--- src/sv/compass_vector_polar_converter_assert.svh ---
// Assertion macros shared by the converter RTL files.
`ifndef COMPASS_VECTOR_POLAR_CONVERTER_ASSERT_SVH
`define COMPASS_VECTOR_POLAR_CONVERTER_ASSERT_SVH

// Same-cycle implication, clocked on clk_i, off during reset.
`define CVP_ASSERT_IMPL(name, ante, cons, msg) \
  name: assert property (@(posedge clk_i) disable iff (!rst_ni) (ante) |-> (cons)) \
    else $error(msg);

// Next-cycle implication, clocked on clk_i, off during reset.
`define CVP_ASSERT_NEXT(name, ante, cons, msg) \
  name: assert property (@(posedge clk_i) disable iff (!rst_ni) (ante) |=> (cons)) \
    else $error(msg);

`endif

--- src/sv/cvp_pkg.sv ---
// Types, constants and the arctangent table of the vector polar converter.
package cvp_pkg;

  // Datapath sizes
  localparam int CVP_CORDIC_STEPS = 16;  // default micro-rotation count
  localparam int CVP_ATAN_ENTRIES = 24;  // arctangent table depth
  localparam int CVP_SQRT_STEPS   = 16;  // one root bit per step
  localparam int CVP_DW           = 36;  // CORDIC component width, 16 fraction bits
  localparam int CVP_ZW           = 32;  // angle width, fraction of a turn
  localparam int CVP_SQ_W         = 32;  // sum of squares / remainder width

  // 1/K gain compensation in Q30
  localparam logic [29:0] CVP_INV_GAIN = 30'd652032874;

  typedef enum logic {
    OP_TO_POLAR = 1'b0,
    OP_TO_CART  = 1'b1
  } op_e;

  // Request: one conversion
  typedef struct packed {
    op_e                op;
    logic signed [15:0] x_in;
    logic signed [15:0] y_in;
    logic [15:0]        bearing_in;
    logic [15:0]        length_in;
  } req_t;

  // Result of one conversion
  typedef struct packed {
    logic signed [15:0] x_out;
    logic signed [15:0] y_out;
    logic [15:0]        bearing_out;
    logic [15:0]        length_out;
    logic               clipped;
  } rsp_t;

  // Working state carried down the step pipeline
  typedef struct packed {
    req_t                      req;
    logic                      zero;
    logic signed [CVP_DW-1:0]  u;
    logic signed [CVP_DW-1:0]  v;
    logic [CVP_ZW-1:0]         z;
    logic [CVP_SQ_W-1:0]       rem;
    logic [CVP_SQ_W-1:0]       root;
  } stage_t;

  // atan(2^-i) in units of 2^-32 turn
  function automatic logic [CVP_ZW-1:0] atan_turn(input logic [4:0] idx);
    logic [CVP_ZW-1:0] a;
    case (idx)
      5'd0:    a = 32'd536870912;
      5'd1:    a = 32'd316933406;
      5'd2:    a = 32'd167458907;
      5'd3:    a = 32'd85004756;
      5'd4:    a = 32'd42667331;
      5'd5:    a = 32'd21354465;
      5'd6:    a = 32'd10679838;
      5'd7:    a = 32'd5340245;
      5'd8:    a = 32'd2670163;
      5'd9:    a = 32'd1335087;
      5'd10:   a = 32'd667544;
      5'd11:   a = 32'd333772;
      5'd12:   a = 32'd166886;
      5'd13:   a = 32'd83443;
      5'd14:   a = 32'd41722;
      5'd15:   a = 32'd20861;
      5'd16:   a = 32'd10430;
      5'd17:   a = 32'd5215;
      5'd18:   a = 32'd2608;
      5'd19:   a = 32'd1304;
      5'd20:   a = 32'd652;
      5'd21:   a = 32'd326;
      5'd22:   a = 32'd163;
      5'd23:   a = 32'd81;
      default: a = '0;
    endcase
    return a;
  endfunction

endpackage

--- src/sv/cvp_prep.sv ---
// Front end: squares and gain product, then CORDIC and root start values.
module cvp_prep (
  input  logic          clk_i,
  input  logic          rst_ni,
  input  logic          en_i,
  input  logic          valid_i,
  input  cvp_pkg::req_t req_i,
  output logic          valid_o,
  output cvp_pkg::stage_t data_o
);
  import cvp_pkg::*;

  localparam int PL_W    = 46;               // 16 x 30 bit gain product
  localparam int GAIN_SH = 14;               // Q30 * integer -> Q16
  localparam int UG_W    = PL_W + 1 - GAIN_SH;

  typedef struct packed {
    req_t               req;
    logic signed [31:0] px;
    logic signed [31:0] py;
    logic [PL_W-1:0]    pl;
  } prod_t;

  logic               a_valid_q;
  prod_t              a_d, a_q;
  logic               b_valid_q;
  stage_t             b_d, b_q;
  logic signed [15:0] x_s, y_s;
  logic [PL_W:0]      pl_rnd;
  logic [UG_W-1:0]    ug;
  logic signed [CVP_DW-1:0] u_p, v_p, u_c;
  logic               flip;
  logic [15:0]        b_adj;

  // Stage A: multipliers
  always_comb begin
    x_s    = req_i.x_in;
    y_s    = req_i.y_in;
    a_d.req = req_i;
    a_d.px  = x_s * x_s;
    a_d.py  = y_s * y_s;
    a_d.pl  = PL_W'(req_i.length_in) * PL_W'(CVP_INV_GAIN);
  end

  // Stage B: start values for both modes
  always_comb begin
    pl_rnd = {1'b0, a_q.pl} + (PL_W + 1)'(1 << (GAIN_SH - 1));
    ug     = pl_rnd[PL_W:GAIN_SH];
    u_c    = CVP_DW'(ug);
    u_p    = {{(CVP_DW - 32){a_q.req.y_in[15]}}, a_q.req.y_in, 16'h0000};
    v_p    = {{(CVP_DW - 32){a_q.req.x_in[15]}}, a_q.req.x_in, 16'h0000};
    // bearings from a quarter to three quarters start from -y
    flip   = a_q.req.bearing_in[15] ^ a_q.req.bearing_in[14];
    b_adj  = {a_q.req.bearing_in[15] ^ flip, a_q.req.bearing_in[14:0]};

    b_d.req  = a_q.req;
    b_d.zero = (a_q.req.x_in == 16'sd0) && (a_q.req.y_in == 16'sd0);
    b_d.rem  = CVP_SQ_W'(a_q.px) + CVP_SQ_W'(a_q.py);
    b_d.root = '0;
    if (a_q.req.op == OP_TO_POLAR) begin
      // lower half plane: turn by half a turn first
      b_d.u = a_q.req.y_in[15] ? -u_p : u_p;
      b_d.v = a_q.req.y_in[15] ? -v_p : v_p;
      b_d.z = a_q.req.y_in[15] ? {1'b1, {(CVP_ZW - 1){1'b0}}} : '0;
    end else begin
      b_d.u = flip ? -u_c : u_c;
      b_d.v = '0;
      b_d.z = {b_adj, 16'h0000};
    end
  end

  // Pipeline registers
  always_ff @(posedge clk_i or negedge rst_ni) begin
    if (!rst_ni) begin
      a_valid_q <= 1'b0;
      b_valid_q <= 1'b0;
    end else if (en_i) begin
      a_valid_q <= valid_i;
      b_valid_q <= a_valid_q;
    end
  end

  always_ff @(posedge clk_i) begin
    if (en_i) begin
      a_q <= a_d;
      b_q <= b_d;
    end
  end

  assign valid_o = b_valid_q;
  assign data_o  = b_q;

endmodule

--- config.mk ---
export PLATFORM = sky130hd
export DESIGN_NAME = cvp_prep
export DESIGN_NICKNAME = d
export VERILOG_FILES = /design/src/sv/compass_vector_polar_converter_assert.svh /design/src/sv/cvp_pkg.sv /design/src/sv/cvp_prep.sv
export SDC_FILE = /design/constraint.sdc
export NUM_CORES = 2
export LEC_CHECK = 0
export ABC_AREA = 1
export BUFFER_PORTS_ARGS = -buffer_cell sky130_fd_sc_hd__buf_2
export CORE_UTILIZATION = 55
export DETAILED_ROUTE_END_ITERATION = 8
export GPL_TIMING_DRIVEN = 0
export PLACE_DENSITY = 0.77
export SLEW_MARGIN = 0
export SYNTH_ARGS = -nofsm -noshare
export SYNTH_HDL_FRONTEND = slang
export SYNTH_SLANG_ARGS = --single-unit
export TNS_END_PERCENT = 5
--- constraint.sdc ---
create_clock -name clk_i -period 2.8 [get_ports clk_i]
set_input_delay 0.42 -clock clk_i [delete_from_list [all_inputs] [get_ports clk_i]]
set_output_delay 0.42 -clock clk_i [all_outputs]
set_load 0.02 [all_outputs]
After elaboration in Yosys (flattened, before gate mapping)
Index checks and enable logic that the tools add are counted.

storage, ports and cells
  bits in registers = 378
  input port bits = 69
  output and inout port bits = 235
  word-level logic and storage cells = 42

cells by class
  add/subtract/negate cells = 5
  $mul = 3
  mux-type cells = 5
  bitwise operators = 3
  reduce and logical (&&, ||, !) cells = 4

operators with widths
  cell                      number
  $mux W36                  3
  $mux W104                 1
  $neg A32 Y36              2
  $mul A16 B16 Y32          2
  $add A46 B14 Y47 const B  1
  $mul A16 B29 Y45 const B  1
  $neg A33 Y36              1
  $add A32 B32 Y32          1
  $logic_not A16 Y1         2
  $mux W32                  1
  $reduce_or A2 Y1          1
  $xor A1 B1 Y1             2
  $logic_and A1 B1 Y1       1
  $not A1 Y1                1

Logic depth before layout (Yosys ltp)
  depth after elaboration = 4
  mapped depth = 25
  mapped depth without buffers = 25

Least setup slack after synthesis
Ideal clock, no wire load.

  path kind = input to register
  start point = input port req_i[33] (netlist name)
  end point = register a_q[74] (netlist name), data pin
  library setup time = 0.262 ns
  arrival time = 5.797 ns
  required time = 2.538 ns
  setup slack = -3.259 ns
  stages = 21
  buffers on the path = 2
  cell sequence = clkbuf_1 -> buf_1 -> nand2_1 -> inv_1 -> fa_1 -> fa_1 -> fa_1 -> fa_1 -> fa_1 -> inv_1 -> fa_1 -> inv_1 -> ha_1 -> nand2_1 -> nor2_1 -> and2_1 -> nand2_1 -> o211ai_1 -> a21oi_1 -> o21bai_1 -> xor2_1

RTL lines
  item                  RTL line        source
  from (decl)           cvp_prep.sv:7   input cvp_pkg::req_t req_i,
  to (signal assigned)  cvp_prep.sv:85  a_q <= a_d;
  to (decl)             cvp_prep.sv:25  prod_t a_d, a_q;

==> reports/qor.yml <==
run_status:
  status: "finished with violations"
  violations: "setup timing"
clock_network:
  numCtsBuffers: 38
  insertion_delay_ns: 0.58
  cts.clk_slew.worst_paths_ns: 0.06
  root_buffer: "clkbuf_16"
  clock-sinks: 330
  cts_max_path_buffers: 3
  ctsHtreeMaxLevel: 2
  cts_tree: "yes"
global_route:
  antenna_found_initial: 3
  track_usage_pct: 29.59
  grt_pass1_vias: 33639
  grt_pass1_wl_um: 178400
  grt_max_degree: 127
  met3_usage_pct: 4.083
  top_usage_layer: "met2"
  gr-usage-met1_pct: 39.32
  grt.overflow.total: 0
  use_met2_pct: 50.11
drt:
  drc: 0
  dr.pass1.iters: 6
  finalWirelength_um: 112600
  wl_per_cell_um: 18.57
  drtAntennaViolNets: 0
  drt_iter0_markers: 2314
  vias: 31926
  vias_per_cell: 5.266
sta:
  fin_crit_ns: 5.447
  worst_pin_slew_ns: 0.7269
  max_clock_freq_mhz: 183.6
  slew_headroom_pct: 51.54
  min_period_over_period_pct: 194.5
  layout_setup_ws_ns: -2.647
  setup_viol: 87
  slew_viol_final: 0
  finalHoldViolCount: 0
  hold_slack_ns: 0.02512
  skew_ns: 0.02896
  rsz0062_at_grt: "yes"
floorplanning:
  start_util_pct: 55.62
  pin_count: 304
  die-area_um2: 77920
  die_width_um: 279.1
  num_rows: 101
  core-area_um2: 75950
  die_h_um: 279.1
worst_setup_path:
  cp-end-kind: "flop"
  ff2ff_setup_slack_ns: 0.01
  r2r_end: "data_o[150]$_DFFE_PP_"
  slowest_delay_ns: 0.57
  crit_path_start_kind: "primary input"
  crit_chain: "buf_6 > clkbuf_16 > clkbuf_16 > nand2_4 > inv_1 > fa_1 > inv_2 > fa_2 > fa_1 > inv_2 > fa_1 > fa_1 > inv_2 > fa_2 > inv_2 > ha_4 > a21o_1 > a21boi_2 > o21bai_1 > a221oi_2 > o21ai_2 > xor2_2"
  crit_type: "primary input to flop"
  regToRegStartpoint: "a_q[14]$_DFFE_PP_"
  arrival_ns: 5.75
  crit_slowest_cell: "fa_2"
  r2r_cells: 12
  path_max_fanout: 9
  cp_data_required_time_ns: 3.10
cells_and_area:
  fin_util_pct: 66.04
  diodes: 0
  syn_to_final_growth_pct: 18.74
  stdcell_area_um2: 50160
  fillCellCount: 5810
  drive_gt1_share_pct: 18.68
  fin_nets: 6092
synthesis:
  synth_cells: 4564
  ys_top_cells_by_count: "inv_1 (1,229), nand2_1 (685), fa_1 (643)"
  ys_ff_latch: 330
  seq_area_frac_synth_pct: 23.44
  post-synth-top-count-cell: "inv_1"
  postSynth.asyncResetShare_pct: 0.6061
  yosysTopAreaCellShare_pct: 30.47
  synth_edf_count: 328
  ys.flop_type: "edfxtp_1"
  yosysUniqueCellTypes: 53
  syn_area_um2: 42240
  syn_area_per_cell_um2: 9.255
  synth_warnings: 0
  synth.largest_area_cell: "fa_1"
  synthTopCellsByArea: "fa_1 (30%), edfxtp_1 (23%), ha_1 (11%)"
min_path:
  worstHoldStart: "req_i[64]"
  worstHoldPathCells: 1
  hp-class: "primary input to flop"
  hold_end: "a_q[174]$_DFFE_PP_"
placement:
  dpl_cell_area_um2: 45570
  numPortBuffers: 239
  gp_congestion: 0.9874
  post-dp-hpwl_um: 90270
flow_run:
  cap_violations: 0
[logic make-up (layout without fill, tap and decap cells)]
| group | Yosys count | after routing | synth area share (%) |
|---|---|---|---|
| compound gates | 435 | 435 | 5.880 |
| xor+xnor | 168 | 168 | 3.501 |
| fa+ha+maj | 1017 | 1017 | 41.55 |
| buf+inv | 1385 | 1791 | 12.88 |
| flops | 330 | 330 | 23.44 |
| mux | 1 | 1 | 0.02370 |
| other cells | 1 | 64 | 0.008877 |
| simple gates | 1227 | 1227 | 12.72 |
[worst max path at each step]
stage	start	to	slack [ns]	cells after the start
after floorplan	req_i[36]	a_q[74]$_DFFE_PP_	-2.74	23
after global placement	req_i[55]	a_q[106]$_DFFE_PP_	-3.94	20
after detailed placement	req_i[62]	a_q[106]$_DFFE_PP_	-3.94	23
after CTS	req_i[49]	a_q[109]$_DFFE_PP_	-2.58	20
after global routing	req_i[49]	a_q[109]$_DFFE_PP_	-2.75	20
final	req_i[62]	a_q[109]$_DFFE_PP_	-2.65	22
[per-layer routing]
layer / share of wire [%] / wire length [um]
met1: 41 / 45600
met2: 48 / 54460
met3: 7.7 / 8655
met4: 3.4 / 3842
met5: 0.015 / 17
[stage by stage]
step                      cells  setup TNS [ns]  setup slack, ns
after detailed placement   5899         -279.59           -3.939
after floorplan            4627         -195.82           -2.735
after global placement     5896        -1403.96           -3.936
after global routing       6063         -196.29           -2.749
final                      6063         -180.32           -2.647
after CTS                  6045         -174.40           -2.580
[critical path, delay by kind of cell]
kind / cells / cell delay, ns
adder cells (fa/ha/maj): 7 / 3.39
AO/OA/AOI/OAI: 5 / 0.95
XOR/XNOR: 1 / 0.19
AND/OR/NAND/NOR: 1 / 0.08
buffers and inverters: 8 / 0.71
[cell usage in the layout, fill, tap and decap left out, types with 19 or more instances in the layout]
| cell type | instances |
|---|---|
| o21ai_1 | 28 |
| ha_1 | 301 |
| nand3_1 | 105 |
| o21ai_0 | 85 |
| fa_1 | 603 |
| conb_1 | 64 |
| buf_6 | 27 |
| nand2_2 | 63 |
| inv_1 | 1181 |
| nand2_4 | 19 |
| a21oi_1 | 144 |
| nor3_1 | 61 |
| inv_2 | 49 |
| a31oi_1 | 21 |
| xor2_1 | 95 |
| nor2_2 | 24 |
| nand4_1 | 29 |
| buf_4 | 162 |
| nor2_1 | 206 |
| nand2_1 | 631 |
| clkbuf_16 | 65 |
| ha_4 | 62 |
| fa_2 | 40 |
| xnor2_1 | 54 |
| o21bai_1 | 22 |
| buf_2 | 201 |
| edfxtp_1 | 328 |
| a21o_1 | 23 |
| a21oi_2 | 33 |
| clkbuf_1 | 19 |
[repair_timing]
item,CTS,global route
pin swaps,184,68
setup endpoints to repair,88,113
cloned,1,1
buffers inserted,74,17
hold endpoints to repair,17,0
resized for setup,489,85
hold buffers,16,0
[state kept, by name, indices dropped and copies added (netlist names)]
signal     flops
data_o       170
a_q          158
valid_o        1
a_valid_q      1
[layout make-up]
| class | instances | area, um2 | share of cell area [%] |
|---|---|---|---|
| clock buffers | 41 | 962.2 | 1.918 |
| plain buffers | 135 | 1550 | 3.091 |
| multi-input cells | 2912 | 29040 | 57.89 |
| repair buffers | 351 | 2445 | 4.874 |
| inverters | 1238 | 4659 | 9.290 |
| flip-flops and latches | 330 | 9899 | 19.74 |
| well taps | 1030 | 1289 | 2.569 |
| clock inverters | 26 | 316.6 | 0.6311 |
Power is not shown: default switching activity piles up to over one toggle a cycle in this logic, so the estimate is an artifact.
