<file path="config.mk">
export PLATFORM = sky130hd
export DESIGN_NAME = cvp_skid
export DESIGN_NICKNAME = d
export VERILOG_FILES = /design/src/sv/cvp_pkg.sv /design/src/sv/cvp_skid.sv
export VERILOG_INCLUDE_DIRS = /design/src /design/src/sv
export SDC_FILE = /design/constraint.sdc
export NUM_CORES = 1
export LEC_CHECK = 0
export ABC_CLOCK_PERIOD_IN_PS = 3600
export BUFFER_PORTS_ARGS = -buffer_cell sky130_fd_sc_hd__buf_2
export CORE_ASPECT_RATIO = 1.5
export CORE_MARGIN = 10
export CORE_UTILIZATION = 52
export CTS_CLUSTER_SIZE = 24
export DETAILED_ROUTE_END_ITERATION = 8
export PLACE_DENSITY = 0.82
export SYNTH_ARGS = -nofsm -noshare
export SYNTH_HDL_FRONTEND = slang
export SYNTH_SLANG_ARGS = --single-unit
</file>
<file path="constraint.sdc">
create_clock -name clk_i -period 3.6 [get_ports clk_i]
set_input_delay 0.54 -clock clk_i [delete_from_list [all_inputs] [get_ports clk_i]]
set_output_delay 0.54 -clock clk_i [all_outputs]
set_load 0.05 [all_outputs]
</file>
<file path="src/sv/compass_vector_polar_converter_assert.svh">
// Assertion macros shared by the converter RTL files.
`ifndef COMPASS_VECTOR_POLAR_CONVERTER_ASSERT_SVH
`define COMPASS_VECTOR_POLAR_CONVERTER_ASSERT_SVH

// Same-cycle implication, clocked on clk_i, off during reset.
`define CVP_ASSERT_IMPL(name, ante, cons, msg) \
  name: assert property (@(posedge clk_i) disable iff (!rst_ni) (ante) |-> (cons)) \
    else $error(msg);

// Next-cycle implication, clocked on clk_i, off during reset.
`define CVP_ASSERT_NEXT(name, ante, cons, msg) \
  name: assert property (@(posedge clk_i) disable iff (!rst_ni) (ante) |=> (cons)) \
    else $error(msg);

`endif

</file>
<file path="src/sv/cvp_pkg.sv">
// Types, constants and the arctangent table of the vector polar converter.
package cvp_pkg;

  // Datapath sizes
  localparam int CVP_CORDIC_STEPS = 16;  // default micro-rotation count
  localparam int CVP_ATAN_ENTRIES = 24;  // arctangent table depth
  localparam int CVP_SQRT_STEPS   = 16;  // one root bit per step
  localparam int CVP_DW           = 36;  // CORDIC component width, 16 fraction bits
  localparam int CVP_ZW           = 32;  // angle width, fraction of a turn
  localparam int CVP_SQ_W         = 32;  // sum of squares / remainder width

  // 1/K gain compensation in Q30
  localparam logic [29:0] CVP_INV_GAIN = 30'd652032874;

  typedef enum logic {
    OP_TO_POLAR = 1'b0,
    OP_TO_CART  = 1'b1
  } op_e;

  // Request: one conversion
  typedef struct packed {
    op_e                op;
    logic signed [15:0] x_in;
    logic signed [15:0] y_in;
    logic [15:0]        bearing_in;
    logic [15:0]        length_in;
  } req_t;

  // Result of one conversion
  typedef struct packed {
    logic signed [15:0] x_out;
    logic signed [15:0] y_out;
    logic [15:0]        bearing_out;
    logic [15:0]        length_out;
    logic               clipped;
  } rsp_t;

  // Working state carried down the step pipeline
  typedef struct packed {
    req_t                      req;
    logic                      zero;
    logic signed [CVP_DW-1:0]  u;
    logic signed [CVP_DW-1:0]  v;
    logic [CVP_ZW-1:0]         z;
    logic [CVP_SQ_W-1:0]       rem;
    logic [CVP_SQ_W-1:0]       root;
  } stage_t;

  // atan(2^-i) in units of 2^-32 turn
  function automatic logic [CVP_ZW-1:0] atan_turn(input logic [4:0] idx);
    logic [CVP_ZW-1:0] a;
    case (idx)
      5'd0:    a = 32'd536870912;
      5'd1:    a = 32'd316933406;
      5'd2:    a = 32'd167458907;
      5'd3:    a = 32'd85004756;
      5'd4:    a = 32'd42667331;
      5'd5:    a = 32'd21354465;
      5'd6:    a = 32'd10679838;
      5'd7:    a = 32'd5340245;
      5'd8:    a = 32'd2670163;
      5'd9:    a = 32'd1335087;
      5'd10:   a = 32'd667544;
      5'd11:   a = 32'd333772;
      5'd12:   a = 32'd166886;
      5'd13:   a = 32'd83443;
      5'd14:   a = 32'd41722;
      5'd15:   a = 32'd20861;
      5'd16:   a = 32'd10430;
      5'd17:   a = 32'd5215;
      5'd18:   a = 32'd2608;
      5'd19:   a = 32'd1304;
      5'd20:   a = 32'd652;
      5'd21:   a = 32'd326;
      5'd22:   a = 32'd163;
      5'd23:   a = 32'd81;
      default: a = '0;
    endcase
    return a;
  endfunction

endpackage

</file>
<file path="src/sv/cvp_skid.sv">
// Two-entry output buffer; full stops the pipeline from a register.
module cvp_skid (
  input  logic          clk_i,
  input  logic          rst_ni,
  input  logic          push_i,
  input  cvp_pkg::rsp_t rsp_i,
  output logic          full_o,
  output logic          valid_o,
  input  logic          stall_i,
  output cvp_pkg::rsp_t rsp_o
);
  import cvp_pkg::*;

  `include "compass_vector_polar_converter_assert.svh"

  logic [1:0] count_q, count_d;
  rsp_t       head_q, head_d, spare_q, spare_d;
  logic       pop;

  assign pop = (count_q != 2'd0) && !stall_i;

  // Entry movement
  always_comb begin
    count_d = count_q;
    head_d  = head_q;
    spare_d = spare_q;
    if (push_i && !pop) begin
      count_d = count_q + 2'd1;
      if (count_q == 2'd0) begin
        head_d = rsp_i;
      end else begin
        spare_d = rsp_i;
      end
    end else if (pop && !push_i) begin
      count_d = count_q - 2'd1;
      head_d  = spare_q;
    end else if (push_i && pop) begin
      if (count_q == 2'd1) begin
        head_d = rsp_i;
      end else begin
        head_d  = spare_q;
        spare_d = rsp_i;
      end
    end
  end

  always_ff @(posedge clk_i or negedge rst_ni) begin
    if (!rst_ni) begin
      count_q <= 2'd0;
    end else begin
      count_q <= count_d;
    end
  end

  always_ff @(posedge clk_i) begin
    head_q  <= head_d;
    spare_q <= spare_d;
  end

  assign full_o  = (count_q == 2'd2);
  assign valid_o = (count_q != 2'd0);
  assign rsp_o   = head_q;

  `CVP_ASSERT_IMPL(a_no_push_when_full, count_q == 2'd2, !push_i, "push into full buffer")
  `CVP_ASSERT_IMPL(a_count_range, 1'b1, count_q != 2'd3, "buffer count out of range")

endmodule
</file>
# Word-level counts from Yosys, hierarchy flattened
# Index checks and enable logic that the tools add are counted.
[word_totals] word_cells=45 reg_bits=132
[classes] n_addsub=2 reduce_logical=14 muxes=12 n_eq_ne=6
[ops] operator="$mux 65" n=10
[ops] operator="$ne 2x2->1 const B" n=3
[ops] operator="$reduce_bool 2->1" n=3
[ops] operator="$logic_and 1x1->1" n=4
[ops] operator="$mux 2" n=2
[ops] operator="$reduce_and 4->1" n=1
[ops] operator="$logic_not 1->1" n=3
[ops] operator="$reduce_bool 3->1" n=1
[ops] operator="$add 2x1->2 const B" n=1
[ops] operator="$eq 2x1->1 const B" n=1
[ops] operator="$eq 2x2->1 const B" n=1
[ops] operator="$logic_not 2->1" n=1
[ops] operator="$ne 2x1->1 const B" n=1
[ops] operator="$reduce_and 2->1" n=1
[ops] operator="$sub 2x1->2 const B" n=1

# Logic depth before layout (Yosys ltp)
# Gate-level depths: netlist of run 1.
[depth] depth_word=6 ltp_mapped=7

# Worst setup path after synthesis of run 1
# OpenSTA, ideal clock, no wires.
[synth_path] path_type="register to register" startpoint="register count_q[0]" endpoint="register spare_q[0] (netlist bit), enable pin" path_stages_with_launch=5 arrival_time_ns=2.464 required_time_ns=3.181 slack_ns=0.716 path_cell_list="dfrtp_1 -> inv_1 -> ha_1 -> inv_1 -> o211a_1"
[synth_between] elab_chain_cells=6 elab_cells_between_ends=13
[synth_rtl] item="from (decl)" line_no="cvp_skid.sv:16" text="logic [1:0] count_q, count_d;"
[synth_rtl] item="from (signal assigned)" line_no="cvp_skid.sv:51" text="count_q <= count_d;"
[synth_rtl] item="$reduce_bool 2->1 (*)"
[synth_rtl] item="named net valid_o" line_no="cvp_skid.sv:8" text="output logic valid_o,"
[synth_rtl] item="$logic_and 1x1->1 (*)" line_no="cvp_skid.sv:20" text="assign pop = (count_q != 2'd0) && !stall_i;"
[synth_rtl] item="$logic_not 1->1" line_no="cvp_skid.sv:27" text="if (push_i && !pop) begin"
[synth_rtl] item="$logic_and 1x1->1" line_no="cvp_skid.sv:27"
[synth_rtl] item="$ne 2x2->1 (no line) / $reduce_bool 2->1 (equally long branches)"
[synth_rtl] item="$reduce_and 4->1 (no line) (*)"
[synth_rtl] item="to (signal assigned)" line_no="cvp_skid.sv:57" text="spare_q <= spare_d;"
[synth_rtl] item="to (decl)" line_no="cvp_skid.sv:17" text="rsp_t head_q, head_d, spare_q, spare_d;"
# The timed path passes the listed nets; every way through them passes the cells marked *.
# A chain may end at the register's enable or synchronous reset.

# Worst setup path in the final report of run 1
[layout_path] startpoint="register count_q[0]" endpoint="register head_q (netlist bit rsp_o[20]), enable pin"
[layout_between] elab_chain_cells=6 elab_cells_between_ends=10
[layout_rtl] item="$reduce_bool 2->1" line_no="cvp_skid.sv:20"
[layout_rtl] item="$logic_and 1x1->1" line_no="cvp_skid.sv:20"
[layout_rtl] item="$logic_not 1->1" line_no="cvp_skid.sv:27"
[layout_rtl] item="$logic_and 1x1->1" line_no="cvp_skid.sv:27"
[layout_rtl] item="$ne 2x1->1 (no line) / $reduce_bool 3->1 (equally long branches)"
[layout_rtl] item="$reduce_and 2->1 (no line) (*)"
[layout_rtl] item="to (signal assigned)" line_no="cvp_skid.sv:56" text="head_q <= head_d;"
[layout_rtl] item="to (decl)" line_no="cvp_skid.sv:17"
# Every way passes the cells marked *; elsewhere a longest branch is shown, timed or not.

==> impl_metrics.env, run 1 <==
export IMPL_outcome="finished clean"
export IMPL_track_usage_pct=14.08
export IMPL_finalSetupTns_ps=0
export IMPL_post_cts_buffers=0
export IMPL_io_buffers=135
export IMPL_synth_top_area_share_pct=75.91
export IMPL_syn_num_nets=296
export IMPL_final_common_cell="buf_2"
export IMPL_min_period_ps=2281
export IMPL_synthCells=224
export IMPL_worstMarginPinSlew_ps=908.2
export IMPL_routed_wl_um=9958
export IMPL_cp_data_required_time_ps=3680
export IMPL_firstDrtPassIters=5
export IMPL_start_kind="flop"
export IMPL_overflow=0
export IMPL_final_max_slew_viol_count=0
export IMPL_skew_ps=7.032
export IMPL_p_leak_nw=2.662
export IMPL_post_route_drc_count=0
export IMPL_hp_class="in2reg"
export IMPL_synth_seq_cells=132
export IMPL_clk_latency_ps=410
export IMPL_cts_num_sinks=132
export IMPL_grt_pass1_wl_um=15090
export IMPL_maxSlewHeadroom_pct=39.45
export IMPL_die_area_um2=14350
export IMPL_reg2reg_to="rsp_o[20]"
export IMPL_final_period_utilization_pct=63.36
export IMPL_synthTopCellsByArea="edfxtp_1 76%, mux2_4 15%, mux2_2 3.5%, buf_12 1.9%, dfrtp_1 0.97%"
export IMPL_yosysWarningCount=0
export IMPL_syn_area_um2=5142
export IMPL_cts_reportedPaths_clkPinSlew_ps=60
export IMPL_cts_tree="built"
export IMPL_r2r_start="count_q[0]"
export IMPL_cp_end_kind="flop"
export IMPL_rr_worst_depth=5
export IMPL_fin_total_pwr_mw=6.728
export IMPL_cts_htree_levels=4
export IMPL_diodes=0
export IMPL_power_density_nw_per_um2=1029
export IMPL_yosysTopAreaCell="edfxtp_1"
export IMPL_maxCapViolations=0
export IMPL_cts_max_path_buffers=2
export IMPL_fmax_mhz=438.4
export IMPL_cts_root_buf="clkbuf_16"
export IMPL_die_x_um=101.2
export IMPL_final_cell_mix="135 x buf_2, 130 x edfxtp_1, 50 x mux2_4"
export IMPL_core_area_um2=9689
export IMPL_antenna_found_initial=1
export IMPL_finish_utilization_pct=67.46
export IMPL_vias=2499
export IMPL_areaGrowthSynthToFinish_pct=27.10
export IMPL_endpoint="rsp_o[20]"
export IMPL_hpwl_um=6873
export IMPL_drtIter0Drc=109
export IMPL_ir_worst_vdd_mv=1.039
export IMPL_critPathLaunch="count_q[0]"
export IMPL_ios=136
export IMPL_fin_hold_ws_ps=323.3
export IMPL_cts_resized=0
export IMPL_die_h_um=141.8
export IMPL_crit_fanout=25
export IMPL_grt_pass1_vias=2736
export IMPL_rows=44
export IMPL_numCtsBuffers=17
export IMPL_r2r_slack_ps=1320
export IMPL_rsz0062_at_grt="no"
export IMPL_wl_per_cell_um=19.84
export IMPL_critical_path_class="reg2reg"
export IMPL_place_congestion=0.7415
export IMPL_avgSynthCellArea_um2=22.96
export IMPL_setup_viol=0
export IMPL_drive_above_1_share_pct=61.50
export IMPL_start_util_pct=53.07
export IMPL_postCtsHoldBufs=1
export IMPL_grt_max_degree=66
export IMPL_hold_viol_final=0
export IMPL_ys_types=20
export IMPL_synth_seq_area_share_pct=76.89
export IMPL_nNetsFinal=446
export IMPL_cp_arrival_ps=2360
export IMPL_antenna_left=0
export IMPL_vias_per_cell=4.978
==> cells by family after synthesis <==
logic type               Yosys count  share of synthesized area [%]
multiplexers                      66                          18.10
flip-flops                       132                          76.89
adder cells (fa/ha/maj)            3                         0.7300
AO/OA/AOI/OAI                      6                         0.8515
AND/OR/NAND/NOR                    3                         0.3893
XOR/XNOR                           2                         0.3407
buffers and inverters             12                          2.701
==> worst min-delay path by stage <==
stage          cells after the start     endpoint      start  slack (ps)
5_1_grt                            1  spare_q[51]  rsp_i[51]         300
3_5_place_dp                       1   count_q[1]     rst_ni         330
4_1_cts                            1  spare_q[51]  rsp_i[51]         310
3_3_place_gp                       1   count_q[0]     rst_ni         330
6_report                           1  spare_q[48]  rsp_i[48]         320
2_1_floorplan                      0   count_q[0]     rst_ni         240
==> report_power, final <==
| part | switching [mW] | total [mW] | internal [mW] |
|---|---|---|---|
| Clock | 0.624 | 1.85 | 1.22 |
| Combinational | 1.69 | 2.41 | 0.726 |
| Sequential | 0.119 | 2.47 | 2.35 |
| Total | 2.43 | 6.73 | 4.30 |
==> sequential cells by signal (all words and copies together), names as in the netlist <==
name / count
rsp_o: 65
spare_q: 65
count_q: 2
==> cell usage after synthesis, drive strengths merged <==
library cell  count
edfxtp          130
mux2             66
buf               8
inv               4
ha                3
a21oi             2
dfrtp             2
xnor2             2
a211oi            1
a21o              1
nor2              1
nor2b             1
nor3              1
o211a             1
o21ai             1
==> stage by stage <==
step | setup WS (ps) | std cells | instance area (um^2)
final | 1319 | 502 | 6536
after global routing | 1186 | 502 | 6536
after CTS | 1259 | 502 | 6536
after detailed placement | 1258 | 469 | 5889
after global placement | 1406 | 469 | 5889
after floorplan | 716.5 | 224 | 5142
==> metal layers <==
metal	track usage (%)	vias to the layer above	routed length, um
met4	6.770	2	178
li1	-	1185	-
met5	0	-	13
met3	6.028	12	739
met2	23.22	94	5352
met1	14.98	1206	3674
==> cell type report <==
type,count,area [um^2]
multi-input combinational,80,1066
clock inverter,14,207.7
timing repair buffer,139,720.7
fill,651,3153
clock buffer,18,429.2
sequential,132,3954
tap,115,143.9
inverter,4,15.01
==> critical path: stages, from the launching register on <==
cell     delay, ps
dfrtp_1        390
inv_1           80
ha_1           260
nor2_1         270
a21o_2         540
buf_4          400
Note: power is estimated with default switching activity, not from simulation.
==> run 2: changes to the inputs <==
Settings changed: ABC_CLOCK_PERIOD_IN_PS 3600 to 2120.
Clock period 3.6 ns to 2.12 ns, I/O delays scaled along.
==> run 2 against run 1 <==
Against the previous run: clock power increased by 77%; non-clock buffer count increased by 5; clock-buffer cell count increased by 1; via count increased by 2.0%; critical path depth increased by 2; power increased by 76%; final cell count increased by 1.2%; sequential share of layout area decreased by 1.5 points; highest routed layer is now met4.
==> impl_metrics.env, run 2 (same netlist as run 1, synthesis figures left out) <==
export IMPL_p_int_mw=7.618
export IMPL_core_area_um2=9689
export IMPL_setup_slack_ps=101.1
export IMPL_p_seq_share_pct=35.5
export IMPL_critPathLaunch="count_q[1]"
export IMPL_clkPwrFrac_pct=27.7
export IMPL_cp_end_kind="flop"
export IMPL_post_cts_buffers=0
export IMPL_cts_num_sinks=132
export IMPL_place_congestion=0.7455
export IMPL_crit_fanout=17
export IMPL_nNetsFinal=451
export IMPL_antenna_found_initial=1
export IMPL_fin_total_pwr_mw=11.83
export IMPL_drive_above_1_share_pct=62.24
export IMPL_min_period_ps=2019
export IMPL_cp_arrival_ps=2170
export IMPL_cp_data_required_time_ps=2270
export IMPL_outcome="finished clean"
export IMPL_die_x_um=101.2
export IMPL_cts_tree="built"
export IMPL_comb_power_share_pct=36.9
export IMPL_rows=44
export IMPL_io_buffers=135
export IMPL_post_route_drc_count=0
export IMPL_antenna_left=0
export IMPL_clk_latency_ps=400
export IMPL_p_switching_mw=4.212
export IMPL_cts_root_buf="clkbuf_16"
export IMPL_grt_pass1_wl_um=15860
export IMPL_overflow=0
export IMPL_worstMarginPinSlew_ps=366.8
export IMPL_vias_per_cell=5.016
export IMPL_dp_slack_ps=105.2
export IMPL_final_period_utilization_pct=95.23
export IMPL_grt_use_met2_pct=24.83
export IMPL_busiest_layer="met2"
export IMPL_hp_class="in2reg"
export IMPL_p_leak_nw=2.717
export IMPL_hold_viol_final=0
export IMPL_r2r_start="count_q[1]"
export IMPL_cts_htree_levels=4
export IMPL_ios=136
export IMPL_fmax_mhz=495.3
export IMPL_numCtsBuffers=17
export IMPL_min_from="rsp_i[62]"
export IMPL_ir_worst_vdd_mv=1.303
export IMPL_maxCapViolations=0
export IMPL_skew_ps=6.459
export IMPL_final_max_slew_viol_count=0
export IMPL_rsz0062_at_grt="no"
export IMPL_routed_wl_um=10380
export IMPL_cts_reportedPaths_clkPinSlew_ps=60
export IMPL_grt_pass1_vias=2853
export IMPL_setup_viol=0
export IMPL_grtUsageMet3_pct=6.271
export IMPL_placed_cell_area_um2=6021
export IMPL_critical_path_class="reg2reg"
export IMPL_fill_cells=629
export IMPL_die_h_um=141.8
export IMPL_hpwl_um=7151
export IMPL_areaGrowthSynthToFinish_pct=30.27
export IMPL_maxSlewHeadroom_pct=75.54
export IMPL_vias=2548
export IMPL_final_common_cell="buf_2"
export IMPL_drtIter0Drc=149
export IMPL_final_cell_mix="135 x buf_2, 130 x edfxtp_1, 50 x mux2_4"
export IMPL_die_area_um2=14350
export IMPL_fin_area_um2=6699
export IMPL_power_density_nw_per_um2=1766
export IMPL_swShare_pct=35.60
export IMPL_firstDrtPassIters=4
export IMPL_track_usage_pct=14.74
export IMPL_finish_utilization_pct=69.14
export IMPL_cts_max_path_buffers=2
export IMPL_grt_max_degree=66
export IMPL_start_kind="flop"
export IMPL_start_util_pct=53.07
export IMPL_finalSetupTns_ps=0
export IMPL_wl_per_cell_um=20.44
export IMPL_globalRouteMet1Util_pct=15.80
==> run 2: cell count changes in the layout (fill, tap and decap cells not counted), sizes merged <==
cell | previous run | this run
clkinvlp | 1 | 3
diode | 0 | 1
bufinv | 5 | 6
buf | 138 | 143
clkbuf | 18 | 19
clkinv | 7 | 3
==> run 2: metal layers <==
layer / part of all wire (%) / wire, um
met1: 37 / 3806
met5: 0 / 0
met4: 1.7 / 172
met2: 54 / 5654
met3: 7.2 / 748
==> run 2: final timing paths <==
check	to	slack, ps	depth (start not counted)
max reg2reg	rsp_o[49]	100	7
min	spare_q[62]	100	1
min reg2reg	rsp_o[45]	540	1
max	rsp_o[49]	100	7
max in group asynchronous	count_q[1]	1790	2
min in group asynchronous	count_q[0]	230	2
==> run 2: cell type report <==
class / count / area [um^2] / share of cell area (%)
Tap cell: 115 / 143.9 / 2.148
Multi-Input combinational cell: 80 / 1075 / 16.04
Antenna cell: 1 / 2.502 / 0.03736
Clock inverter: 13 / 230.2 / 3.437
Clock buffer: 19 / 432.9 / 6.462
Sequential cell: 132 / 3954 / 59.02
Inverter: 4 / 15.01 / 0.2241
Timing Repair Buffer: 144 / 845.8 / 12.63
==> run 2: power by group through the flow <==
stage	Clock (mW)	Combinational, mW	Sequential, mW
global route	3.46	4.56	4.28
CTS	3.32	4.42	4.21
finish	3.27	4.36	4.19
floorplan	0	1.70	5.93
detailed placement	0	4.40	4.24
global placement	0	4.31	4.20
==> run 2: critical path, stage by stage (launching register included) <==
cell	delay (ps)
dfrtp_1	390
inv_1	110
ha_2	240
o21ai_1	130
a21oi_4	190
buf_12	150
buf_12	180
mux2_2	360
==> run 2: timing repair <==
action,4_1_cts,5_1_grt
hold buffers,1,0
gates resized for setup,0,1
hold endpoints to repair,2,0
setup endpoints to repair,0,11
==> run 2: metrics by stage <==
step | hold WS [ps] | std cells
after floorplan | 22.41 | 224
after global placement | 103.0 | 474
after detailed placement | 107.5 | 474
after CTS | 85.28 | 507
after global routing | 83.05 | 507
final | 100.3 | 508
