$ cat src/sv/compass_vector_polar_converter_assert.svh
// Assertion macros shared by the converter RTL files.
`ifndef COMPASS_VECTOR_POLAR_CONVERTER_ASSERT_SVH
`define COMPASS_VECTOR_POLAR_CONVERTER_ASSERT_SVH

// Same-cycle implication, clocked on clk_i, off during reset.
`define CVP_ASSERT_IMPL(name, ante, cons, msg) \
  name: assert property (@(posedge clk_i) disable iff (!rst_ni) (ante) |-> (cons)) \
    else $error(msg);

// Next-cycle implication, clocked on clk_i, off during reset.
`define CVP_ASSERT_NEXT(name, ante, cons, msg) \
  name: assert property (@(posedge clk_i) disable iff (!rst_ni) (ante) |=> (cons)) \
    else $error(msg);

`endif

$ cat src/sv/cvp_pkg.sv
// Types, constants and the arctangent table of the vector polar converter.
package cvp_pkg;

  // Datapath sizes
  localparam int CVP_CORDIC_STEPS = 16;  // default micro-rotation count
  localparam int CVP_ATAN_ENTRIES = 24;  // arctangent table depth
  localparam int CVP_SQRT_STEPS   = 16;  // one root bit per step
  localparam int CVP_DW           = 36;  // CORDIC component width, 16 fraction bits
  localparam int CVP_ZW           = 32;  // angle width, fraction of a turn
  localparam int CVP_SQ_W         = 32;  // sum of squares / remainder width

  // 1/K gain compensation in Q30
  localparam logic [29:0] CVP_INV_GAIN = 30'd652032874;

  typedef enum logic {
    OP_TO_POLAR = 1'b0,
    OP_TO_CART  = 1'b1
  } op_e;

  // Request: one conversion
  typedef struct packed {
    op_e                op;
    logic signed [15:0] x_in;
    logic signed [15:0] y_in;
    logic [15:0]        bearing_in;
    logic [15:0]        length_in;
  } req_t;

  // Result of one conversion
  typedef struct packed {
    logic signed [15:0] x_out;
    logic signed [15:0] y_out;
    logic [15:0]        bearing_out;
    logic [15:0]        length_out;
    logic               clipped;
  } rsp_t;

  // Working state carried down the step pipeline
  typedef struct packed {
    req_t                      req;
    logic                      zero;
    logic signed [CVP_DW-1:0]  u;
    logic signed [CVP_DW-1:0]  v;
    logic [CVP_ZW-1:0]         z;
    logic [CVP_SQ_W-1:0]       rem;
    logic [CVP_SQ_W-1:0]       root;
  } stage_t;

  // atan(2^-i) in units of 2^-32 turn
  function automatic logic [CVP_ZW-1:0] atan_turn(input logic [4:0] idx);
    logic [CVP_ZW-1:0] a;
    case (idx)
      5'd0:    a = 32'd536870912;
      5'd1:    a = 32'd316933406;
      5'd2:    a = 32'd167458907;
      5'd3:    a = 32'd85004756;
      5'd4:    a = 32'd42667331;
      5'd5:    a = 32'd21354465;
      5'd6:    a = 32'd10679838;
      5'd7:    a = 32'd5340245;
      5'd8:    a = 32'd2670163;
      5'd9:    a = 32'd1335087;
      5'd10:   a = 32'd667544;
      5'd11:   a = 32'd333772;
      5'd12:   a = 32'd166886;
      5'd13:   a = 32'd83443;
      5'd14:   a = 32'd41722;
      5'd15:   a = 32'd20861;
      5'd16:   a = 32'd10430;
      5'd17:   a = 32'd5215;
      5'd18:   a = 32'd2608;
      5'd19:   a = 32'd1304;
      5'd20:   a = 32'd652;
      5'd21:   a = 32'd326;
      5'd22:   a = 32'd163;
      5'd23:   a = 32'd81;
      default: a = '0;
    endcase
    return a;
  endfunction

endpackage

$ cat src/sv/cvp_finish.sv
// Result stage: bearing and root rounding, component rounding and saturation.
module cvp_finish (
  input  logic            clk_i,
  input  logic            rst_ni,
  input  logic            en_i,
  input  logic            valid_i,
  input  cvp_pkg::stage_t data_i,
  output logic            valid_o,
  output cvp_pkg::rsp_t   rsp_o
);
  import cvp_pkg::*;

  localparam int RW = CVP_DW - 15;  // width after dropping 16 fraction bits

  logic        valid_q;
  rsp_t        rsp_d, rsp_q;
  logic [16:0] xs, ys;

  // round half up to an integer, saturate to 16 bits; msb is the clip flag
  function automatic logic [16:0] round_sat(input logic signed [CVP_DW-1:0] a);
    logic [CVP_DW:0] s;
    logic [RW-1:0]   r;
    logic [16:0]     res;
    s = {a[CVP_DW-1], a} + (CVP_DW + 1)'(1 << 15);
    r = s[CVP_DW:16];
    if (!r[RW-1] && (|r[RW-2:15])) begin
      res = {1'b1, 16'h7FFF};
    end else if (r[RW-1] && !(&r[RW-2:15])) begin
      res = {1'b1, 16'h8000};
    end else begin
      res = {1'b0, r[15:0]};
    end
    return res;
  endfunction

  always_comb begin
    xs = round_sat(data_i.v);
    ys = round_sat(data_i.u);
    if (data_i.req.op == OP_TO_POLAR) begin
      rsp_d.x_out       = data_i.req.x_in;
      rsp_d.y_out       = data_i.req.y_in;
      // zero vector points a quarter turn round
      rsp_d.bearing_out = data_i.zero ? 16'h4000
                        : data_i.z[31:16] + {15'b0, data_i.z[15]};
      rsp_d.length_out  = data_i.root[15:0] + 16'(data_i.rem > data_i.root);
      rsp_d.clipped     = 1'b0;
    end else begin
      rsp_d.x_out       = xs[15:0];
      rsp_d.y_out       = ys[15:0];
      rsp_d.bearing_out = data_i.req.bearing_in;
      rsp_d.length_out  = data_i.req.length_in;
      rsp_d.clipped     = xs[16] | ys[16];
    end
  end

  always_ff @(posedge clk_i or negedge rst_ni) begin
    if (!rst_ni) begin
      valid_q <= 1'b0;
    end else if (en_i) begin
      valid_q <= valid_i;
    end
  end

  always_ff @(posedge clk_i) begin
    if (en_i) begin
      rsp_q <= rsp_d;
    end
  end

  assign valid_o = valid_q;
  assign rsp_o   = rsp_q;

endmodule

$ cat config.mk
export PLATFORM = sky130hd
export DESIGN_NAME = cvp_finish
export DESIGN_NICKNAME = d
export VERILOG_FILES = /design/src/sv/compass_vector_polar_converter_assert.svh /design/src/sv/cvp_pkg.sv /design/src/sv/cvp_finish.sv
export SDC_FILE = /design/constraint.sdc
export NUM_CORES = 1
export LEC_CHECK = 0
export ABC_AREA = 1
export BUFFER_PORTS_ARGS = -buffer_cell sky130_fd_sc_hd__buf_2
export CAP_MARGIN = 20
export CORE_AREA = 2 2 119 121
export CTS_BUF_LIST = sky130_fd_sc_hd__clkbuf_4
export DETAILED_ROUTE_END_ITERATION = 16
export DIE_AREA = 0 0 121 123
export GPL_ROUTABILITY_DRIVEN = 0
export PLACE_DENSITY = 0.76
export SLEW_MARGIN = 40
export SYNTH_ARGS = -nofsm -noshare
export SYNTH_HDL_FRONTEND = slang
export SYNTH_SLANG_ARGS = --single-unit
$ cat constraint.sdc
create_clock -name clk_i -period 2.75 [get_ports clk_i]
set_clock_uncertainty 0.2 [all_clocks]
set_input_delay 0.4125 -clock clk_i [delete_from_list [all_inputs] [get_ports clk_i]]
set_output_delay 0.4125 -clock clk_i [all_outputs]
set_load 0.02 [all_outputs]
# Word-level counts from Yosys, hierarchy flattened
# Index checks and enable logic that the tools add are counted.
[totals]
out_inout_bits = 66
inputBits = 238
ff_bits = 66
[classes]
bitwise = 1
order_cmp = 1
mux = 6
reduce_logical = 12
addsub = 4
[op_table]
columns = ["cell", "count"]
rows = [
  ["36-bit by 17-bit adder with 37-bit output (second input constant)", 2],
  ["17-bit two-way mux", 4],
  ["65-bit two-way mux", 1],
  ["16-bit by 1-bit adder with 16-bit output", 2],
  ["32-bit > comparator", 1],
  ["16-bit two-way mux", 1],
  ["5-bit AND reduction", 2],
  ["5-bit OR reduction", 2],
  ["1-bit logical AND", 4],
  ["1-bit zero test", 4],
  ["1-bit bitwise OR", 1],
]

# Depth between registers and ports, before layout
# Gate-level depths: netlist (run 1).
[logic_depth]
depth_word = 8
ltp_mapped = 23

# Worst setup path after synthesis (run 1)
# Ideal clock, no wire load.
[synth_path]
kind = "input to register"
startpoint = "input port data_i[7] (netlist name)"
endpoint = "register rsp_q, in the netlist rsp_o[15] (data pin)"
arrival_time_ns = 2.616
slack_ns = -0.319
setup_time_ns = 0.254
stages = 21
required_ns = 2.296
path_cell_list = "inv_1 -> ha_1 -> nand2_1 -> nor2_1 -> nand2_1 -> o211ai_1 -> nand2_1 -> nand2_1 -> nand3_1 -> a21oi_1 -> ha_1 -> ha_1 -> nand4_1 -> nor2_1 -> nand2_1 -> nor2_1 -> nand3_1 -> nor2_1 -> nand3_1 -> nand3_1 -> nand2_1"
[synth_rtl]
columns = ["item", "line_no", "text"]
rows = [
  ["start, declared", "cvp_finish.sv:7", "input cvp_pkg::stage_t data_i,"],
  ["end signal, assigned", "cvp_finish.sv:66", "rsp_q <= rsp_d;"],
  ["end, declared", "cvp_finish.sv:16", "rsp_t rsp_d, rsp_q;"],
]

==> run_results.csv, run 1 <==
group,metric,value,unit
outcome,outcome,"finished with violations",
outcome,violations,"negative setup slack",
drt,wl,16800,um
sta,rsz0062_at_grt,"true",
clocking,numCtsBuffers,9,
drt,firstDrtPassIters,5,
clocking,cts_htree_levels,3,
layout,n_fill_cell,1210,
power_and_ir_drop,seqPwrFrac,42.9,%
critical_path,cp_slowest_stage_delay,0.26,ns
layout,design_area,8310,um2
critical_path,reg2reg_from,"valid_o$_DFFE_PN0P_",
sta,tns,-0.0455,ns
yosys,synth_nets,1066,
yosys,synth_top_cell_by_area,"edfxtp_1",
min_path,min_delay_path_depth,3,
yosys,synth-warning-count,0,
yosys,async_flop_share,1.52,%
layout,area_growth,44.6,%
power_and_ir_drop,peakVddDrop,0.000189,V
drt,ant_nets,0,
yosys,synth_top_area_share,34.0,%
sta,fin_crit_sh,101,%
yosys,ys_ff_latch,66,
critical_path,crit_type,"input port to flip-flop",
power_and_ir_drop,switching_share,32.6,%
critical_path,worstRegToRegCells,1,
global_route,grt_pass1_wl,25600,um
yosys,avgSynthCellArea,7.27,um2
global_route,antenna_found_initial,3,
job,drv_cap,0,
critical_path,crit_arrival,2.76,ns
layout,drive_gt1_share,43.1,%
global_route,grt_pass1_vias,5669,
clocking,cts_tree,"built",
sta,period_needed,2.78,ns
min_path,worstHoldEndpoint,"rsp_o[63]$_DFFE_PP_",
drt,routedWlPerCell,13.0,um
layout,instances_no_fill,1287,
yosys,synth_area,5740,um2
sta,relSlewSlack,47.3,%
clocking,root_buffer,"clkbuf_4",
floorplan,start_util,42.2,%
clocking,clkTransAtPathRegs,0.13,ns
critical_path,crit_required,2.73,ns
critical_path,cpMostUsedCell,"nand2_1",
power_and_ir_drop,p_sw,0.940,mW
critical_path,timing.critical_path.fanout_max,3,
yosys,netlist_instances,790,
yosys,synthDistinctLibCells,43,
yosys,synth.area.top_cells,"edfxtp_1 34%, nand2_1 20%, ha_1 8.3%",
floorplan,dieWidth,121,um
sta,hold_viol,0,
yosys,synth-edff-count,65,
placement,port_buffers,258,
floorplan,rows,43,
power_and_ir_drop,leakage,4.25,nW
critical_path,critPathSlowestCell,"ha_4",
global_route,grt_max_degree,41,
power_and_ir_drop,p_comb_share,34.4,%
floorplan,core,13600,um2
layout,num-nets-final,1376,
drt,route.detailed.drc,0,
sta,drv_slew,0,
floorplan,io_pins,304,
power_and_ir_drop,intPower,1.94,mW
sta,holdWs,0.0407,ns
clocking,cts_buffer_depth,2,
placement,dpl-instance-area,7750,um2
min_path,hp-start,"data_i[231]",
yosys,yosysMostFrequentCell,"nand2_1",
drt,num_vias,6102,
global_route,grt_use_total,21.7,%
global_route,overflow,0,
clocking,cts.sinks,66,
critical_path,critPathCaptureType,"flip-flop",
yosys,synth_ff_type,"edfxtp_1",
placement,dp_cells,1254,
min_path,hp-class,"input port to flip-flop",
placement,hpwl,13300,um
critical_path,r2r_slack,1.80,ns
yosys,yosysSeqAreaShare,34.4,%
floorplan,die-area,14900,um2
critical_path,start_kind,"input port",
sta,fin_ws,-0.0287,ns
critical_path,path_cells,"buf_8 -> inv_8 -> ha_4 -> nand2_4 -> o21ai_2 -> nand2_1 -> o211ai_1 -> nand2_1 -> nand2_1 -> nand3_1 -> a21oi_2 -> ha_2 -> ha_4 -> nand4_1 -> nor2_1 -> nand2_1 -> nor2_2 -> nand3_2 -> nor2_4 -> nand3_2 -> nand3_2 -> nand2_1",
clocking,clk_latency,0.42,ns
yosys,synth_commonest_cells,"300 x nand2_1, 89 x inv_1, 65 x edfxtp_1",
power_and_ir_drop,power_frac_clock,22.6,%
power_and_ir_drop,power_density,347,nW/um2
critical_path,reg2reg_to,"valid_o$_DFFE_PN0P_",
drt,routed_via_density,4.74,
sta,max_freq,0.360,GHz
floorplan,die_height,123,um
sta,worst_slew_pin_slew,0.788,ns
drt,drtIter0Drc,369,
sta,finalSetupViolCount,2,
==> power groups by stage <==
stage          clock network (mW)  registers (mW)  logic (mW)
2_1_floorplan                   0            1.39       0.379
3_3_place_gp                    0            1.26       0.900
3_5_place_dp                    0            1.26       0.916
4_1_cts                     0.677            1.24       0.962
5_1_grt                     0.712            1.24        1.10
6_report                    0.652            1.24       0.991
==> worst max-delay path, delay by kind of cell <==
family / cells / cell delay, ns
buffers and inverters: 2 / 0.12
AO/OA/AOI/OAI: 3 / 0.38
adder cells (fa/ha/maj): 3 / 0.60
AND/OR/NAND/NOR: 14 / 1.23
==> final cells by class <==
cell class / instances / area, um2 / share of cell area [%]
Clock buffer: 12 / 90.1 / 1.08
Inverter: 95 / 389 / 4.68
Multi-Input combinational cell: 612 / 3680 / 44.3
Antenna cell: 2 / 5.00 / 0.0602
Tap cell: 180 / 225 / 2.71
Clock inverter: 4 / 42.5 / 0.512
Timing Repair Buffer: 316 / 1900 / 22.9
Sequential cell: 66 / 1980 / 23.8
==> how the worst max path moves through the flow <==
stage	start	to	slack [ns]
3_3_place_gp	data_i[7]	rsp_o[15]$_DFFE_PP_	-0.52
2_1_floorplan	data_i[7]	rsp_o[15]$_DFFE_PP_	-0.15
5_1_grt	data_i[3]	rsp_o[15]$_DFFE_PP_	-0.28
3_5_place_dp	data_i[7]	rsp_o[15]$_DFFE_PP_	-0.58
6_report	data_i[3]	rsp_o[15]$_DFFE_PP_	-0.03
4_1_cts	data_i[3]	rsp_o[15]$_DFFE_PP_	-0.08
==> registers in the layout (all words and copies together), names as in the netlist <==
name and count:
rsp_o 65, valid_o 1
==> kinds of logic (layout without fill, tap and decap cells) <==
| family | count (synthesis) | in the layout | share of synthesized area [%] |
|---|---|---|---|
| AND/OR/NAND/NOR | 476 | 476 | 37.7 |
| buffers and inverters | 112 | 427 | 8.17 |
| AO/OA/AOI/OAI | 66 | 66 | 6.53 |
| flip-flops | 66 | 66 | 34.4 |
| adder cells (fa/ha/maj) | 38 | 38 | 8.28 |
| XOR/XNOR | 31 | 31 | 4.73 |
| multiplexers | 1 | 1 | 0.196 |
| other | 0 | 2 | 0 |
==> through the flow <==
step / utilization [%] / power [mW] / setup slack (ns)
floorplan: - / 1.77 / -0.155
global placement: 56.9 / 2.16 / -0.521
detailed placement: 56.9 / 2.18 / -0.582
CTS: 60.0 / 2.88 / -0.0820
global route: 61.0 / 3.05 / -0.277
finish: 61.0 / 2.88 / -0.0287
==> what timing repair did <==
action                                  in CTS  in global routing
gates resized for setup                     36                 29
endpoints found under the setup margin       6                  9
pin swaps                                   33                 22
hold endpoints to repair                     3                  0
hold buffers                                 3                  0
buffers inserted                            13                  0
==> cell usage in the layout, fill, tap and decap left out, drive strengths merged, types with 22 or more instances in the layout <==
cell    synthesis  routed
nor2           71      71
ha             38      38
nand2         342     342
o21ai          27      27
buf             8     313
a21oi          22      22
xor2           23      23
edfxtp         65      65
inv            93      94
nand3          33      33
==> metal layers <==
metal | wire length, um | share of wire, % | vias to the layer above | track usage (%)
li1 | - | - | 3161 | -
met4 | 388 | 2.3 | 2 | 8.14
met5 | 10 | 0.060 | - | 0
met2 | 8440 | 50 | 221 | 39.1
met1 | 6770 | 40 | 2687 | 25.5
met3 | 1160 | 6.9 | 31 | 4.24
Power figures use the tool's default switching activity.
==> run 2: changes to the inputs <==
RECOVER_POWER = 50   (was default)
==> run_results.csv, run 2 (synthesis gave the netlist of run 1 again) <==
group,metric,value,unit
outcome,outcome,"finished with violations",
outcome,violations,"negative setup slack",
critical_path,crit_arrival,2.76,ns
layout,design_area,8260,um2
layout,area_growth,43.8,%
power_and_ir_drop,power.total,2.87,mW
sta,rsz0062_at_grt,"true",
clocking,cts_tree,"built",
drt,route.detailed.drc,0,
critical_path,critPathCaptureType,"flip-flop",
placement,dpl-instance-area,7750,um2
drt,routed_via_density,4.74,
power_and_ir_drop,power_density,347,nW/um2
power_and_ir_drop,leakage,4.18,nW
power_and_ir_drop,intPower,1.93,mW
drt,drtIter0Drc,354,
sta,holdWs,0.0413,ns
power_and_ir_drop,switching_share,32.8,%
clocking,numCtsBuffers,9,
layout,layout_commonest_cell,"nand2_1",
layout,drive_gt1_share,40.9,%
sta,worst_slew_pin_slew,1.03,ns
sta,fin_ws,-0.0302,ns
sta,hold_viol,0,
layout,fin_util,60.7,%
global_route,grt_max_degree,41,
drt,ant_nets,0,
job,drv_cap,0,
power_and_ir_drop,seqPwrFrac,43.2,%
global_route,grt_pass1_wl,25600,um
sta,relSlewSlack,31.5,%
power_and_ir_drop,p_sw,0.940,mW
global_route,antenna_found_initial,3,
critical_path,crit_type,"input port to flip-flop",
clocking,root_buffer,"clkbuf_4",
drt,num_vias,6096,
floorplan,die_height,123,um
layout,num-nets-final,1376,
drt,firstDrtPassIters,5,
clocking,cts.sinks,66,
power_and_ir_drop,p_comb_share,34.1,%
global_route,overflow,0,
clocking,clkTransAtPathRegs,0.13,ns
global_route,grt_use_total,21.7,%
critical_path,start_kind,"input port",
floorplan,core,13600,um2
layout,largest_reg_flops,65,
drt,wl,16800,um
critical_path,crit_required,2.73,ns
floorplan,dieWidth,121,um
global_route,grt_pass1_vias,5669,
clocking,cts_buffer_depth,2,
layout,mostFrequentLayoutCells,"296 x nand2_1, 216 x buf_2, 69 x inv_1",
floorplan,die-area,14900,um2
sta,drv_slew,0,
power_and_ir_drop,peakVddDrop,0.000189,V
sta,max_freq,0.360,GHz
critical_path,timing.critical_path.fanout_max,3,
drt,routedWlPerCell,13.0,um
clocking,cts_htree_levels,3,
sta,fin_crit_sh,101,%
critical_path,r2r_slack,1.80,ns
placement,port_buffers,258,
placement,hpwl,13300,um
sta,finalSetupViolCount,2,
power_and_ir_drop,power_frac_clock,22.7,%
min_path,hp-class,"input port to flip-flop",
floorplan,io_pins,304,
floorplan,rows,43,
sta,tns,-0.0478,ns
clocking,clk_latency,0.41,ns
sta,period_needed,2.78,ns
floorplan,start_util,42.2,%
[run 2: changes by cell type in the layout (fill, tap and decap cells not counted), sizes merged]
cell,previous run,this run
clkbuf,12,36
buf,313,289
[run 2: critical path, stage by stage]
cell	delay, ns
buf_8	0.09
inv_8	0.03
ha_4	0.26
nand2_4	0.05
o21ai_2	0.14
nand2_1	0.06
o211ai_1	0.10
nand2_1	0.07
nand2_1	0.06
nand3_1	0.08
a21oi_2	0.14
ha_2	0.21
ha_4	0.13
nand4_1	0.09
nor2_1	0.14
nand2_1	0.10
nor2_2	0.12
nand3_2	0.12
nor2_4	0.14
nand3_2	0.08
nand3_2	0.06
nand2_1	0.06
[run 2: what timing repair did]
| action | 4_1_cts | 5_1_grt |
|---|---|---|
| resized for setup | 36 | 29 |
| endpoints found under the setup margin | 6 | 9 |
| pin swaps | 33 | 22 |
| setup buffers | 13 | 0 |
| hold endpoints to repair | 3 | 0 |
| hold buffers | 3 | 0 |
[run 2: final timing paths]
path	startpoint	end	depth (start not counted)
setup / recovery	data_i[3]	rsp_o[15]$_DFFE_PP_	22
hold / removal	data_i[177]	rsp_o[9]$_DFFE_PP_	3
setup reg to reg	valid_o$_DFFE_PN0P_	valid_o$_DFFE_PN0P_	1
hold reg to reg	valid_o$_DFFE_PN0P_	valid_o$_DFFE_PN0P_	1
max in group asynchronous	rst_ni	valid_o$_DFFE_PN0P_	2
min in group asynchronous	rst_ni	valid_o$_DFFE_PN0P_	2
[run 2: cell type report]
| cell class | instances | area [um2] |
|---|---|---|
| fillers | 1223 | 5350 |
| multi-input cells | 612 | 3680 |
| flip-flops and latches | 66 | 1980 |
| repair buffers | 316 | 1850 |
| inverters | 95 | 389 |
| well taps | 180 | 225 |
| clock buffers | 12 | 90.1 |
| clock inverters | 4 | 42.5 |
| diodes | 2 | 5.00 |
[run 2: layer usage]
layer / track usage (%) / up-vias / wire length (um)
met5: 0 / - / 10
met4: 8.14 / 2 / 409
met3: 4.24 / 33 / 1190
met2: 39.1 / 214 / 8420
met1: 25.5 / 2687 / 6740
li1: - / 3160 / -
[run 2: metrics by stage]
step	worst slack [ns]	cells
5_1_grt	-0.277	1286
2_1_floorplan	-0.155	790
3_3_place_gp	-0.521	1254
4_1_cts	-0.0820	1286
3_5_place_dp	-0.582	1254
6_report	-0.0302	1287
[run 2: power groups by stage]
stage               clock network (mW)  logic [mW]  registers, mW
finish                           0.652       0.979           1.24
global route                     0.712        1.08           1.25
CTS                              0.677       0.962           1.24
detailed placement                   0       0.916           1.26
global placement                     0       0.900           1.26
floorplan                            0       0.379           1.39
==> run 3: changes to the inputs <==
PLACE_DENSITY = 0.86   (was 0.76)
==> run_results.csv, run 3 (synthesis gave the netlist of run 1 again) <==
group,metric,value,unit
drt,routedWlPerCell,14.7,um
critical_path,critPathCapture,"rsp_o[15]$_DFFE_PP_",
clocking,root_buffer,"clkbuf_4",
power_and_ir_drop,p_sw,0.988,mW
floorplan,rows,43,
floorplan,dieWidth,121,um
critical_path,start_kind,"input port",
sta,fin_ws,-0.245,ns
global_route,grtUsageMet3,4.47,%
global_route,grt_pass1_wl,26500,um
floorplan,io_pins,304,
global_route,grt_use_met1,25.3,%
critical_path,cpMostUsedCell,"nand2_1",
clocking,cts.sinks,66,
clocking,cts_buffer_depth,2,
global_route,overflow,0,
critical_path,crit_required,2.74,ns
power_and_ir_drop,seqPwrFrac,41.2,%
critical_path,critPathCaptureType,"flip-flop",
power_and_ir_drop,switching_share,32.8,%
placement,hpwl,13500,um
sta,worst_slew_pin_slew,1.45,ns
critical_path,crit_arrival,2.98,ns
layout,mostFrequentLayoutCells,"289 x nand2_1, 235 x buf_2, 65 x edfxtp_1",
sta,rsz0062_at_grt,"true",
sta,tns,-1.42,ns
critical_path,path_cells,"buf_2 -> inv_2 -> ha_4 -> nand2_1 -> inv_1 -> o21ai_1 -> nand2_1 -> nor2_2 -> nand2_1 -> nand3_1 -> a21oi_2 -> ha_2 -> ha_4 -> nand4_1 -> nor2_2 -> nand2_2 -> nor2_4 -> nand3_4 -> nor2_4 -> nand3_2 -> nand3_2 -> nand2_1",
drt,wl,19000,um
sta,relSlewSlack,3.34,%
placement,port_buffers,258,
sta,fin_crit_sh,109,%
drt,route.detailed.drc,0,
critical_path,reg2reg_from,"valid_o$_DFFE_PN0P_",
power_and_ir_drop,intPower,2.03,mW
clocking,cts_htree_levels,3,
drt,num_vias,6488,
floorplan,core,13600,um2
sta,finalSetupViolCount,10,
placement,dp_cells,1249,
layout,largest_reg_flops,65,
critical_path,critPathSlowestCell,"ha_4",
sta,period_needed,3.00,ns
layout,instances_no_fill,1291,
critical_path,crit_type,"input port to flip-flop",
power_and_ir_drop,power_density,354,nW/um2
global_route,antenna_found_initial,3,
global_route,grt_max_degree,48,
outcome,outcome,"finished with violations",
critical_path,reg2reg_to,"valid_o$_DFFE_PN0P_",
global_route,top_usage_layer,"met2",
drt,firstDrtPassIters,5,
sta,drv_slew,0,
sta,max_freq,0.334,GHz
layout,drive_gt1_share,45.2,%
critical_path,r2r_slack,1.80,ns
global_route,grt_pass1_vias,5906,
critical_path,cp_slowest_stage_delay,0.28,ns
floorplan,die-area,14900,um2
critical_path,timing.critical_path.fanout_max,3,
critical_path,worstRegToRegCells,1,
floorplan,start_util,42.2,%
layout,num-nets-final,1376,
job,drv_cap,0,
power_and_ir_drop,power_frac_clock,24.4,%
drt,ant_nets,0,
outcome,violations,"negative setup slack",
drt,routed_via_density,5.03,
layout,layout_commonest_cell,"nand2_1",
power_and_ir_drop,peakVddDrop,0.000181,V
global_route,met2_usage,41.1,%
drt,drtIter0Drc,465,
clocking,clk_latency,0.41,ns
critical_path,crit_path_start,"data_i[13]",
clocking,numCtsBuffers,9,
power_and_ir_drop,p_comb_share,34.5,%
clocking,cts_tree,"built",
clocking,clkTransAtPathRegs,0.13,ns
power_and_ir_drop,leakage,4.27,nW
sta,hold_viol,0,
layout,area_growth,48.2,%
global_route,grt_use_total,22.6,%
min_path,hp-class,"input port to flip-flop",
floorplan,die_height,123,um
run 3: worst min-delay path by stage:
stage | start | to | slack (ns) | depth (start not counted)
global placement | rst_ni | valid_o$_DFFE_PN0P_ | -0.01 | 1
global route | valid_i | valid_o$_DFFE_PN0P_ | 0.008 | 2
detailed placement | rst_ni | valid_o$_DFFE_PN0P_ | -0.01 | 1
floorplan | rst_ni | valid_o$_DFFE_PN0P_ | -0.08 | 0
CTS | data_i[229] | rsp_o[61]$_DFFE_PP_ | 0.0006 | 3
finish | data_i[169] | rsp_o[1]$_DFFE_PP_ | 0.03 | 3
run 3: stage by stage:
step                utilization, %  total power, mW  area (um2)  hold WS (ns)  setup slack, ns
finish                        62.6             3.02        8520        0.0334           -0.245
CTS                           60.0             2.94        8160      0.000606          -0.0420
floorplan                        -             1.77        5990       -0.0831           -0.155
global placement              56.7             2.15        7720       -0.0126           -0.476
global route                  62.5             3.17        8500       0.00807           -0.383
detailed placement            56.7             2.18        7720       -0.0113           -0.561
run 3: repair_timing:
action,4_1_cts,5_1_grt
endpoints found under the setup margin,5,11
hold buffers,1,0
resized for setup,41,66
hold endpoints to repair,1,0
buffers inserted,10,11
pin swaps,32,46
run 3: power groups by stage:
| stage | sequential (mW) | clock [mW] | combinational [mW] |
|---|---|---|---|
| after floorplan | 1.39 | 0 | 0.379 |
| after CTS | 1.24 | 0.748 | 0.950 |
| after detailed placement | 1.26 | 0 | 0.914 |
| after global placement | 1.26 | 0 | 0.893 |
| final | 1.24 | 0.735 | 1.04 |
| after global routing | 1.25 | 0.788 | 1.13 |
run 3: final cells by class:
cell class	count	area, um2
Clock inverter	4	67.6
Multi-Input combinational cell	612	3870
Sequential cell	66	1980
Tap cell	180	225
Antenna cell	7	17.5
Fill cell	1110	5100
Clock buffer	11	82.6
Timing Repair Buffer	316	1880
Inverter	95	392
run 3: critical path: cells and delay by family:
kind                       cells  cell delay [ns]
AOI/OAI and AO/OA              2             0.23
buffers and inverters          3             0.23
adders and majority gates      3             0.65
and+or+nand+nor               14             1.46
run 3: per-layer routing:
layer	vias to the layer above	wire, um
li1	3168	-
met1	2891	7110
met2	365	9570
met3	64	1530
met4	0	820
met5	-	0
